`config.mk`:
```
export PLATFORM = sky130hd
export DESIGN_NAME = miller_rabin_round_top
export DESIGN_NICKNAME = d
export VERILOG_FILES = /design/src/rtl/mrr_pkg.sv /design/src/rtl/mrr_mulmod.sv /design/src/rtl/miller_rabin_round_top.sv
export SDC_FILE = /design/constraint.sdc
export NUM_CORES = 2
export LEC_CHECK = 0
export ABC_AREA = 0
export BUFFER_PORTS_ARGS = -buffer_cell sky130_fd_sc_hd__buf_2
export CORE_UTILIZATION = 30
export CTS_CLUSTER_DIAMETER = 80
export DETAILED_ROUTE_END_ITERATION = 10
export PLACE_DENSITY = 0.52
export SYNTH_ARGS = -nofsm -noshare
export SYNTH_HDL_FRONTEND = slang
export SYNTH_SLANG_ARGS = --single-unit
```
`constraint.sdc`:
```
create_clock -name clk -period 12 [get_ports clk]
set_clock_uncertainty 0.2 [all_clocks]
set_input_delay 1.2 -clock clk [delete_from_list [all_inputs] [get_ports clk]]
set_output_delay 1.2 -clock clk [all_outputs]
set_load 0.02 [all_outputs]
```
`src/rtl/mrr_pkg.sv`:
```
`timescale 1ns / 1ps
`default_nettype none

package mrr_pkg;

  localparam int FIELD_W = 32;

  typedef enum logic [3:0] {
    ST_IDLE,
    ST_STRIP,
    ST_REDUCE,
    ST_POW,
    ST_MUL_ACC,
    ST_SQR_BASE,
    ST_CHECK,
    ST_LOOP,
    ST_SQR_X,
    ST_FIN
  } mrr_state_t;

  typedef struct packed {
    logic busy;
    logic done;
  } mrr_mm_stat_t;

endpackage

`default_nettype wire

```
`src/rtl/mrr_mulmod.sv`:
```
`timescale 1ns / 1ps
`default_nettype none

module mrr_mulmod
  import mrr_pkg::*;
#(
  parameter int WIDTH = 32
) (
  input  wire logic             clk,
  input  wire logic             rst_n,
  input  wire logic             start,
  input  wire logic [WIDTH-1:0] a,
  input  wire logic [WIDTH-1:0] b,
  input  wire logic [WIDTH-1:0] m,
  output mrr_mm_stat_t          stat,
  output logic      [WIDTH-1:0] res
);

  localparam int CW = $clog2(2*WIDTH+1);

  logic                 busy_r;
  logic                 done_r;
  logic [CW-1:0]        cnt_r;
  logic [2*WIDTH-1:0]   prod_r;
  logic [WIDTH-1:0]     m_r;
  logic [WIDTH-1:0]     rem_r;
  logic [WIDTH-1:0]     rem_nxt;
  logic [WIDTH:0]       shifted;
  logic [WIDTH:0]       diff;

  // One quotient bit per cycle: shift in the next product bit, subtract when it fits.
  assign shifted = {rem_r, prod_r[2*WIDTH-1]};
  assign diff    = shifted - {1'b0, m_r};
  assign rem_nxt = diff[WIDTH] ? shifted[WIDTH-1:0] : diff[WIDTH-1:0];

  always_ff @(posedge clk) begin
    if (!rst_n) begin
      busy_r <= 1'b0;
      done_r <= 1'b0;
      cnt_r  <= '0;
    end else begin
      done_r <= 1'b0;
      if (start) begin
        busy_r <= 1'b1;
        cnt_r  <= CW'(2*WIDTH);
      end else if (busy_r) begin
        cnt_r <= cnt_r - CW'(1);
        if (cnt_r == CW'(1)) begin
          busy_r <= 1'b0;
          done_r <= 1'b1;
        end
      end
    end
  end

  always_ff @(posedge clk) begin
    if (start) begin
      prod_r <= {{WIDTH{1'b0}}, a} * {{WIDTH{1'b0}}, b};
      m_r    <= m;
      rem_r  <= '0;
    end else if (busy_r) begin
      prod_r <= {prod_r[2*WIDTH-2:0], 1'b0};
      rem_r  <= rem_nxt;
    end
  end

  assign stat.busy = busy_r;
  assign stat.done = done_r;
  assign res       = rem_r;

  a_done_not_busy: assert property (@(posedge clk) disable iff (!rst_n)
    done_r |-> !busy_r)
    else $error("reduction done while still busy");

  a_start_loads_count: assert property (@(posedge clk) disable iff (!rst_n)
    start |=> (busy_r && cnt_r == CW'(2*WIDTH)))
    else $error("start did not load the step count");

  a_busy_count: assert property (@(posedge clk) disable iff (!rst_n)
    busy_r |-> (cnt_r != '0))
    else $error("busy with an exhausted step count");

endmodule

`default_nettype wire

```
`src/rtl/miller_rabin_round_top.sv`:
```
`timescale 1ns / 1ps
`default_nettype none

// One Miller-Rabin round on a WIDTH-bit candidate with a caller-supplied witness.
// The input channel takes a beat of candidate and witness; the result channel returns
// one beat per input with probably_prime and trivial_case.
// Candidates below 2, equal to 2 or 3, or even are decided at once: they go from idle
// to the finish state and from there into the output register.
// Other candidates run on one shared modular multiplier: a WIDTH by WIDTH product
// followed by a bit-serial remainder.
// Their run is made of M multiplies, where r is the number of trailing zeros of n-1:
// one witness reduction, one or two per exponent bit of d, and up to r-1 further
// squarings. The input stays not ready until the current item has left the sequencer.
// A finished result waits in the output register while the next item is accepted;
// if the receiver stalls, the following result holds in the sequencer until taken.
// Reset (rst_n low at a clock edge) empties the output register and returns to idle.

module miller_rabin_round_top
  import mrr_pkg::*;
#(
  parameter int WIDTH = 32
) (
  input  wire logic               clk,
  input  wire logic               rst_n,
  input  wire logic               in_valid,
  output logic                    in_ready,
  input  wire logic [FIELD_W-1:0] in_candidate,
  input  wire logic [FIELD_W-1:0] in_witness,
  output logic                    out_valid,
  input  wire logic               out_ready,
  output logic                    out_probably_prime,
  output logic                    out_trivial_case
);

  localparam int RW = $clog2(WIDTH);

  mrr_state_t       state_r;
  mrr_state_t       state_nxt;
  logic [WIDTH-1:0] n_r;
  logic [WIDTH-1:0] a_r;
  logic [WIDTH-1:0] d_r;
  logic [WIDTH-1:0] acc_r;
  logic [WIDTH-1:0] base_r;
  logic [RW-1:0]    r_r;
  logic [RW-1:0]    j_r;
  logic             pass_r;
  logic             triv_r;
  logic             out_valid_r;
  logic             out_pp_r;
  logic             out_tc_r;

  logic [WIDTH-1:0] n_in;
  logic [WIDTH-1:0] nm1;
  logic             is_small_prime;
  logic             is_triv;
  logic             in_acc;
  logic             out_free;
  logic             round_pass;

  logic             mm_start;
  logic [WIDTH-1:0] mm_a;
  logic [WIDTH-1:0] mm_b;
  logic [WIDTH-1:0] mm_res;
  mrr_mm_stat_t     mm_stat;

  assign n_in           = in_candidate[WIDTH-1:0];
  assign is_small_prime = (n_in == WIDTH'(2)) || (n_in == WIDTH'(3));
  assign is_triv        = (n_in < WIDTH'(2)) || is_small_prime || !n_in[0];
  assign in_acc         = in_valid && in_ready;
  assign out_free       = !out_valid_r || out_ready;
  assign nm1            = n_r - WIDTH'(1);
  assign round_pass     = (acc_r == WIDTH'(1)) || (acc_r == nm1);

  mrr_mulmod #(
    .WIDTH(WIDTH)
  ) u_mulmod (
    .clk  (clk),
    .rst_n(rst_n),
    .start(mm_start),
    .a    (mm_a),
    .b    (mm_b),
    .m    (n_r),
    .stat (mm_stat),
    .res  (mm_res)
  );

  always_comb begin
    state_nxt = state_r;
    unique case (state_r)
      ST_IDLE: begin
        if (in_valid) begin
          state_nxt = is_triv ? ST_FIN : ST_STRIP;
        end
      end
      ST_STRIP: begin
        if (d_r[0]) begin
          state_nxt = ST_REDUCE;
        end
      end
      ST_REDUCE: begin
        if (mm_stat.done) begin
          state_nxt = ST_POW;
        end
      end
      ST_POW: begin
        priority if (d_r == '0) begin
          state_nxt = ST_CHECK;
        end else if (d_r[0]) begin
          state_nxt = ST_MUL_ACC;
        end else begin
          state_nxt = ST_SQR_BASE;
        end
      end
      ST_MUL_ACC: begin
        if (mm_stat.done) begin
          state_nxt = ST_SQR_BASE;
        end
      end
      ST_SQR_BASE: begin
        if (mm_stat.done) begin
          state_nxt = ST_POW;
        end
      end
      ST_CHECK: begin
        state_nxt = round_pass ? ST_FIN : ST_LOOP;
      end
      ST_LOOP: begin
        state_nxt = (j_r < r_r) ? ST_SQR_X : ST_FIN;
      end
      ST_SQR_X: begin
        if (mm_stat.done) begin
          state_nxt = (mm_res == nm1) ? ST_FIN : ST_LOOP;
        end
      end
      ST_FIN: begin
        if (out_free) begin
          state_nxt = ST_IDLE;
        end
      end
      default: state_nxt = ST_IDLE;
    endcase
  end

  always_comb begin
    in_ready = 1'b0;
    mm_start = 1'b0;
    mm_a     = acc_r;
    mm_b     = acc_r;
    unique case (state_r)
      ST_IDLE: begin
        in_ready = 1'b1;
      end
      ST_REDUCE: begin
        mm_start = !mm_stat.busy && !mm_stat.done;
        mm_a     = a_r;
        mm_b     = WIDTH'(1);
      end
      ST_MUL_ACC: begin
        mm_start = !mm_stat.busy && !mm_stat.done;
        mm_a     = acc_r;
        mm_b     = base_r;
      end
      ST_SQR_BASE: begin
        mm_start = !mm_stat.busy && !mm_stat.done;
        mm_a     = base_r;
        mm_b     = base_r;
      end
      ST_SQR_X: begin
        mm_start = !mm_stat.busy && !mm_stat.done;
      end
      default: begin
        mm_start = 1'b0;
      end
    endcase
  end

  always_ff @(posedge clk) begin
    if (!rst_n) begin
      state_r     <= ST_IDLE;
      out_valid_r <= 1'b0;
    end else begin
      state_r <= state_nxt;
      if (state_r == ST_FIN && out_free) begin
        out_valid_r <= 1'b1;
      end else if (out_ready) begin
        out_valid_r <= 1'b0;
      end
    end
  end

  always_ff @(posedge clk) begin
    if (in_acc) begin
      n_r    <= n_in;
      a_r    <= in_witness[WIDTH-1:0];
      d_r    <= n_in - WIDTH'(1);
      r_r    <= '0;
      acc_r  <= WIDTH'(1);
      pass_r <= is_small_prime;
      triv_r <= is_triv;
    end
    unique case (state_r)
      ST_STRIP: begin
        if (!d_r[0]) begin
          d_r <= d_r >> 1;
          r_r <= r_r + RW'(1);
        end
      end
      ST_REDUCE: begin
        if (mm_stat.done) begin
          base_r <= mm_res;
        end
      end
      ST_MUL_ACC: begin
        if (mm_stat.done) begin
          acc_r <= mm_res;
        end
      end
      ST_SQR_BASE: begin
        if (mm_stat.done) begin
          base_r <= mm_res;
          d_r    <= d_r >> 1;
        end
      end
      ST_CHECK: begin
        pass_r <= round_pass;
        j_r    <= RW'(1);
      end
      ST_SQR_X: begin
        if (mm_stat.done) begin
          acc_r <= mm_res;
          j_r   <= j_r + RW'(1);
          if (mm_res == nm1) begin
            pass_r <= 1'b1;
          end
        end
      end
      ST_FIN: begin
        if (out_free) begin
          out_pp_r <= pass_r;
          out_tc_r <= triv_r;
        end
      end
      default: begin
      end
    endcase
  end

  assign out_valid          = out_valid_r;
  assign out_probably_prime = out_pp_r;
  assign out_trivial_case   = out_tc_r;

  a_start_when_free: assert property (@(posedge clk) disable iff (!rst_n)
    mm_start |-> !mm_stat.busy)
    else $error("multiply started while the unit is busy");

  a_accept_dispatch: assert property (@(posedge clk) disable iff (!rst_n)
    in_acc |=> (state_r == ST_FIN || state_r == ST_STRIP))
    else $error("accepted beat did not enter the round");

  a_fin_delivers: assert property (@(posedge clk) disable iff (!rst_n)
    (state_r == ST_FIN && out_free) |=> (out_valid_r && state_r == ST_IDLE))
    else $error("finished result not moved to the output register");

  a_idle_unit_quiet: assert property (@(posedge clk) disable iff (!rst_n)
    (state_r == ST_IDLE) |-> (!mm_stat.busy && !mm_stat.done))
    else $error("multiplier active while idle");

endmodule

`default_nettype wire

```
After elaboration in Yosys (flattened, before gate mapping)
Index checks and enable logic that the tools add are counted.
Widths: inputs -> output; s select.

storage, ports and cells
  bits in registers = 316
  output and inout bits = 4
  word-level logic and storage cells = 123

cells by class
  add/subtract/negate cells = 6
  multipliers = 1
  magnitude comparators = 2
  equal/unequal tests = 21
  multiplexer cells = 44
  bitwise logic cells = 2
  reductions and logical operators = 27

operators by type and width
  cell                   number
  $mux 32                7
  $pmux 32 s2            3
  $mux 64                2
  $eq 32x2->1 const B    2
  $eq 32x32->1           2
  $mul 32x32->64         1
  $sub 32x1->32 const B  2
  $mux 4                 9
  $pmux 4 s9             1
  $sub 33x32->33         1
  $eq 32x1->1 const B    1
  $logic_not 32->1       1
  $lt 32x2->1 const B    1
  $mux 5                 4
  $eq 4x3->1 const B     4
  $mux 7                 2
  $mux 1                 13
  $add 5x1->5 const B    2
  $pmux 5 s2             1
  $eq 4x2->1 const B     2
  $eq 4x4->1 const B     2
  $reduce_or 2->1        4
  $eq 7x1->1 const B     1
  $sub 7x1->7 const B    1
  16 further kinds       34

Logic depth before layout (Yosys ltp)
  depth after elaboration = 7
  mapped depth = 37

Cells and area by module
A second synthesis with hierarchy kept.

second synthesis, totals
  cells, all modules = 5460
  area total of the unflattened synthesis = 50948.9 um^2

by module, submodules not included
  module                  times used  cells an instance  area each (um^2)  seq. area each (um^2)
  mrr_mulmod              1           4341               40578.9           3703.6
  miller_rabin_round_top  1           1119               10369.9           4624.4

Worst setup path before layout
OpenSTA, ideal clock, no wires.

  path kind = reg2reg
  from = register state_r[2]
  to = register u_mulmod.prod_r[58] (data pin)
  setup time = 0.142 ns
  arrival time = 9.233 ns
  required time = 11.658 ns
  setup slack = 2.424 ns
  cell stages (with the launch flop) = 34
  path buffers = 5
  cells stage by stage = dfxtp_1 inv_1 nor3_1 and2_1 clkbuf_1 nor2_1 clkbuf_1 clkbuf_1 nand2_1 and2_1 clkbuf_1 nor2_1 fa_1 inv_1 fa_1 fa_1 fa_1 inv_1 fa_1 fa_1 fa_1 fa_1 ha_1 clkbuf_1 nand2_1 o21ai_0 a41oi_1 or3_1 o211a_1 o21a_1 o41ai_2 a21oi_1 or4_1 nand3_1

between the ends
  longest elaborated chain between the ends = 5

RTL lines
  what                       RTL line                       source
  start: declaration         miller_rabin_round_top.sv:37   mrr_state_t state_r;
  start signal: assignment   miller_rabin_round_top.sv:182  state_r <= state_nxt;
  $eq 4x3->1                 miller_rabin_round_top.sv:149  unique case (state_r)
  $reduce_or 2->1 (no line)  -
  $pmux 32 s2                miller_rabin_round_top.sv:149
  $mul 32x32->64             mrr_mulmod.sv:58               prod_r <= {{WIDTH{1'b0}}, a} * {{WIDTH{1'b0}}, b};
  $mux 64 *                  mrr_mulmod.sv:57               if (start) begin
  end signal: assignment     mrr_mulmod.sv:58
  end signal: assignment     mrr_mulmod.sv:62               prod_r <= {prod_r[2*WIDTH-2:0], 1'b0};
  end: declaration           mrr_mulmod.sv:24               logic [2*WIDTH-1:0] prod_r;

Mark *: on every way between the ends. The rest lies on a longest branch, timed or not.
A chain may end at the register's enable or synchronous reset.

Worst setup path in the final report
  from = register state_r[1]
  to = register u_mulmod.prod_r[58] (data pin)

Same word-level chain as after synthesis.

==> out/results.txt <==
Setup crit end kind - flip-flop
Slowest library cell on the worst path - and2_1
Nets - 6609
Max-cap violations - 0
Routed Antenna Nets - 0
Pre-antenna DRT Iters - 8
Syn nets - 6692
Core area - 161000 µm²
Grt total ovfl - 0
CP max stage delay - 0.93 ns
Post-synthesis adder-cell area fraction - 44.6%
CP max FO - 35
RR Endpoint - u_mulmod.prod_r[58]
WL per Instance - 21.8 µm
Commonest non-fill, non-tap cell in the layout - inv_1
Startpoint class of the critical path - flip-flop
Row count - 147
Fmax achieved - 91.8 MHz
Kind of critical path - flip-flop to flip-flop
Post-CTS sizing - 0
Worst reg2reg path startpoint - state_r[1]
Routed WL - 164000 µm
Max-slew violation count - 0
Iter 0 DRT Violations - 3058
Asr flop ratio synth - 0%
Clk_lat worst skew - 0.63 ns
Fin Setup TNS - 0 ns
Top FF cell, synth - edfxtp_1
IO buf count - 71
XOR/XNOR Fraction of Synth Area - 3.70%
Final Util - 33.0%
Period minus WS final - 10.90 ns
GPL Wtd Cong - 0.970
WP data arrival - 11.18 ns
Top cell by count, worst path - fa_1
Commonest non-fill, non-tap cells in the layout - 909 x inv_1, 897 x fa_1, 713 x nand2_1
CTS tree - done
Tcrit/Tclk final - 90.8%
Die outline height - 406 µm
CTS HTree Levels - 2
Initial core utilization - 30.3%
Post-Synthesis Cells - 5420
# clock sinks - 316
Share of cells above drive strength 1 - 5.90%
Power density cells - 150 nW/µm²
Critical path's top delay family - adder cells
Synth Area in Compound Gates - 9.21%
IO Count - 72
Slew @ Worst Pin - 1.38 ns
EDFF count, synth - 200
WP data required - 12.29 ns
Number of global-route vias before repair - 39425
Largest family of logic cells by synthesized area - adder cells
Area share of and/or/nand/nor cells after synthesis - 15.7%
Post-Syn Area - 48900 µm²
Hold Fails Final Rpt - 0
Sequential-to-total area share from yosys stat - 17.0%
Worst Hold Class - flip-flop to flip-flop
P&R area growth vs syn - 8.83%
Average size of a mapped cell - 9.02 µm²
CTS Root Buffer Type - clkbuf_16
Cts hold-fix bufs - 0
Worst path depth - 31
DRC Markers - 0
All-layer global routing usage - 20.4%
Postcts setup bufs - 0
Antenna cell count - 0
Global-route wire length before repair - 251000 µm
Total number of vias - 38130
VDD IR max - 0.000186 V
# setup viols final - 0
Initial antenna violation count - 7
CTS Buffer Depth - 3
R2r setup slk - 1.10 ns
#FFs+latches synth - 316
Count of cell types in the netlist - 89
Worst reg-to-reg path cell count - 31
Yosys warning count - 0
CP Buf/Inv Count - 7
Slew margin rel. - 8.16%
Total CTS buffers - 42
Unrepaired setup endpoints after global routing - false
DP Wirelength - 133000 µm
Die W - 406 µm
Largest net degree at the start of global routing - 81
Mux cell area share after synthesis - 0.274%
Status - finished, final reports clean
Worst setup path end - u_mulmod.prod_r[58]
Die ar. - 165000 µm²
Via/cell ratio - 5.06
Clock transition at the registers of the reported paths - 0.06 ns
Lkg Pwr - 23.8 nW
CP startpoint - state_r[1]
worst min path at each step:
stage / startpoint / end / depth (start not counted)
final: triv_r / out_trivial_case / 0
after global routing: triv_r / out_trivial_case / 0
after CTS: triv_r / out_trivial_case / 0
after detailed placement: triv_r / out_trivial_case / 0
after global placement: triv_r / out_trivial_case / 0
after floorplan: triv_r / out_trivial_case / 0
registers in the layout (all words and copies together), names as in the netlist, 5 cells and up:
register / count
u_mulmod.cnt_r: 7
u_mulmod.m_r: 32
r_r: 5
base_r: 32
n_r: 32
j_r: 5
a_r: 32
u_mulmod.prod_r: 64
d_r: 32
acc_r: 32
u_mulmod.res: 32
power by group:
part / leakage, nW / internal [W] / switching, W
combinational: 20.2 / 0.00144 / 0.00320
clock: 0.742 / 0.000822 / 0.000588
sequential: 2.82 / 0.00163 / 0.000300
layout make-up:
type	count	area [µm²]
Fill cell	16847	108000
Multi-Input combinational cell	3888	36000
Sequential cell	316	8330
Inverter	912	3430
Tap cell	2160	2700
Timing Repair Buffer	177	1150
Clock buffer	49	1120
Clock inverter	29	439
kinds of logic after synthesis:
group | after synthesis
and+or+nand+nor | 1792
buffers and inverters | 1216
adders and majority gates | 1204
AOI/OAI and AO/OA | 682
DFF | 316
xor gates and xnor gates | 197
muxes | 13
through the flow:
step                      std cells  total power (W)  worst slack (ns)  instance area [µm²]  hold WS (ns)
after floorplan                5420          0.00480              2.42                48900         0.200
after global placement         7453          0.00650              1.38                51600         0.221
after detailed placement       7453          0.00650              1.27                51600         0.226
after CTS                      7531          0.00799              1.18                53200         0.243
after global routing           7531          0.00854             0.604                53200         0.246
final                          7531          0.00798              1.10                53200         0.231
synth_stat cells (all sizes together), types with 7 or more instances:
master	count	share of area, %
nand2	715	5.5
inv	912	7.0
a22oi	63	0.97
o21ai	167	1.7
or2	14	0.18
mux2i	10	0.20
buf	31	0.36
nand2b	16	0.20
o31ai	15	0.23
a41oi	7	0.13
and3	21	0.27
o311ai	19	0.34
clkbuf	273	2.1
nor3	48	0.50
xor2	84	1.5
a32oi	7	0.13
or3	14	0.19
o21a	13	0.20
o211ai	9	0.14
a211oi	15	0.23
and2	44	0.56
nor4	45	0.65
o21bai	11	0.17
nor3b	11	0.17
fa	897	37
a21o	63	0.97
nand3	75	0.78
or4	12	0.18
nand4	38	0.52
dfxtp	116	4.8
o22ai	10	0.13
a22o	62	1.1
nor2b	11	0.14
a31oi	10	0.13
ha	307	7.9
o2111ai	8	0.14
edfxtp	200	12
nor2	704	5.4
a21oi	157	1.6
xnor2	107	1.9
layer usage:
metal / wire, µm / track usage, % / up-vias
met2: 72200 / 31.5 / 1479
li1: - / - / 16944
met5: 27 / 0 / -
met4: 5620 / 6.14 / 4
met1: 71700 / 28.1 / 19442
met3: 14800 / 4.84 / 261
Note: power is estimated with default switching activity, not from simulation.
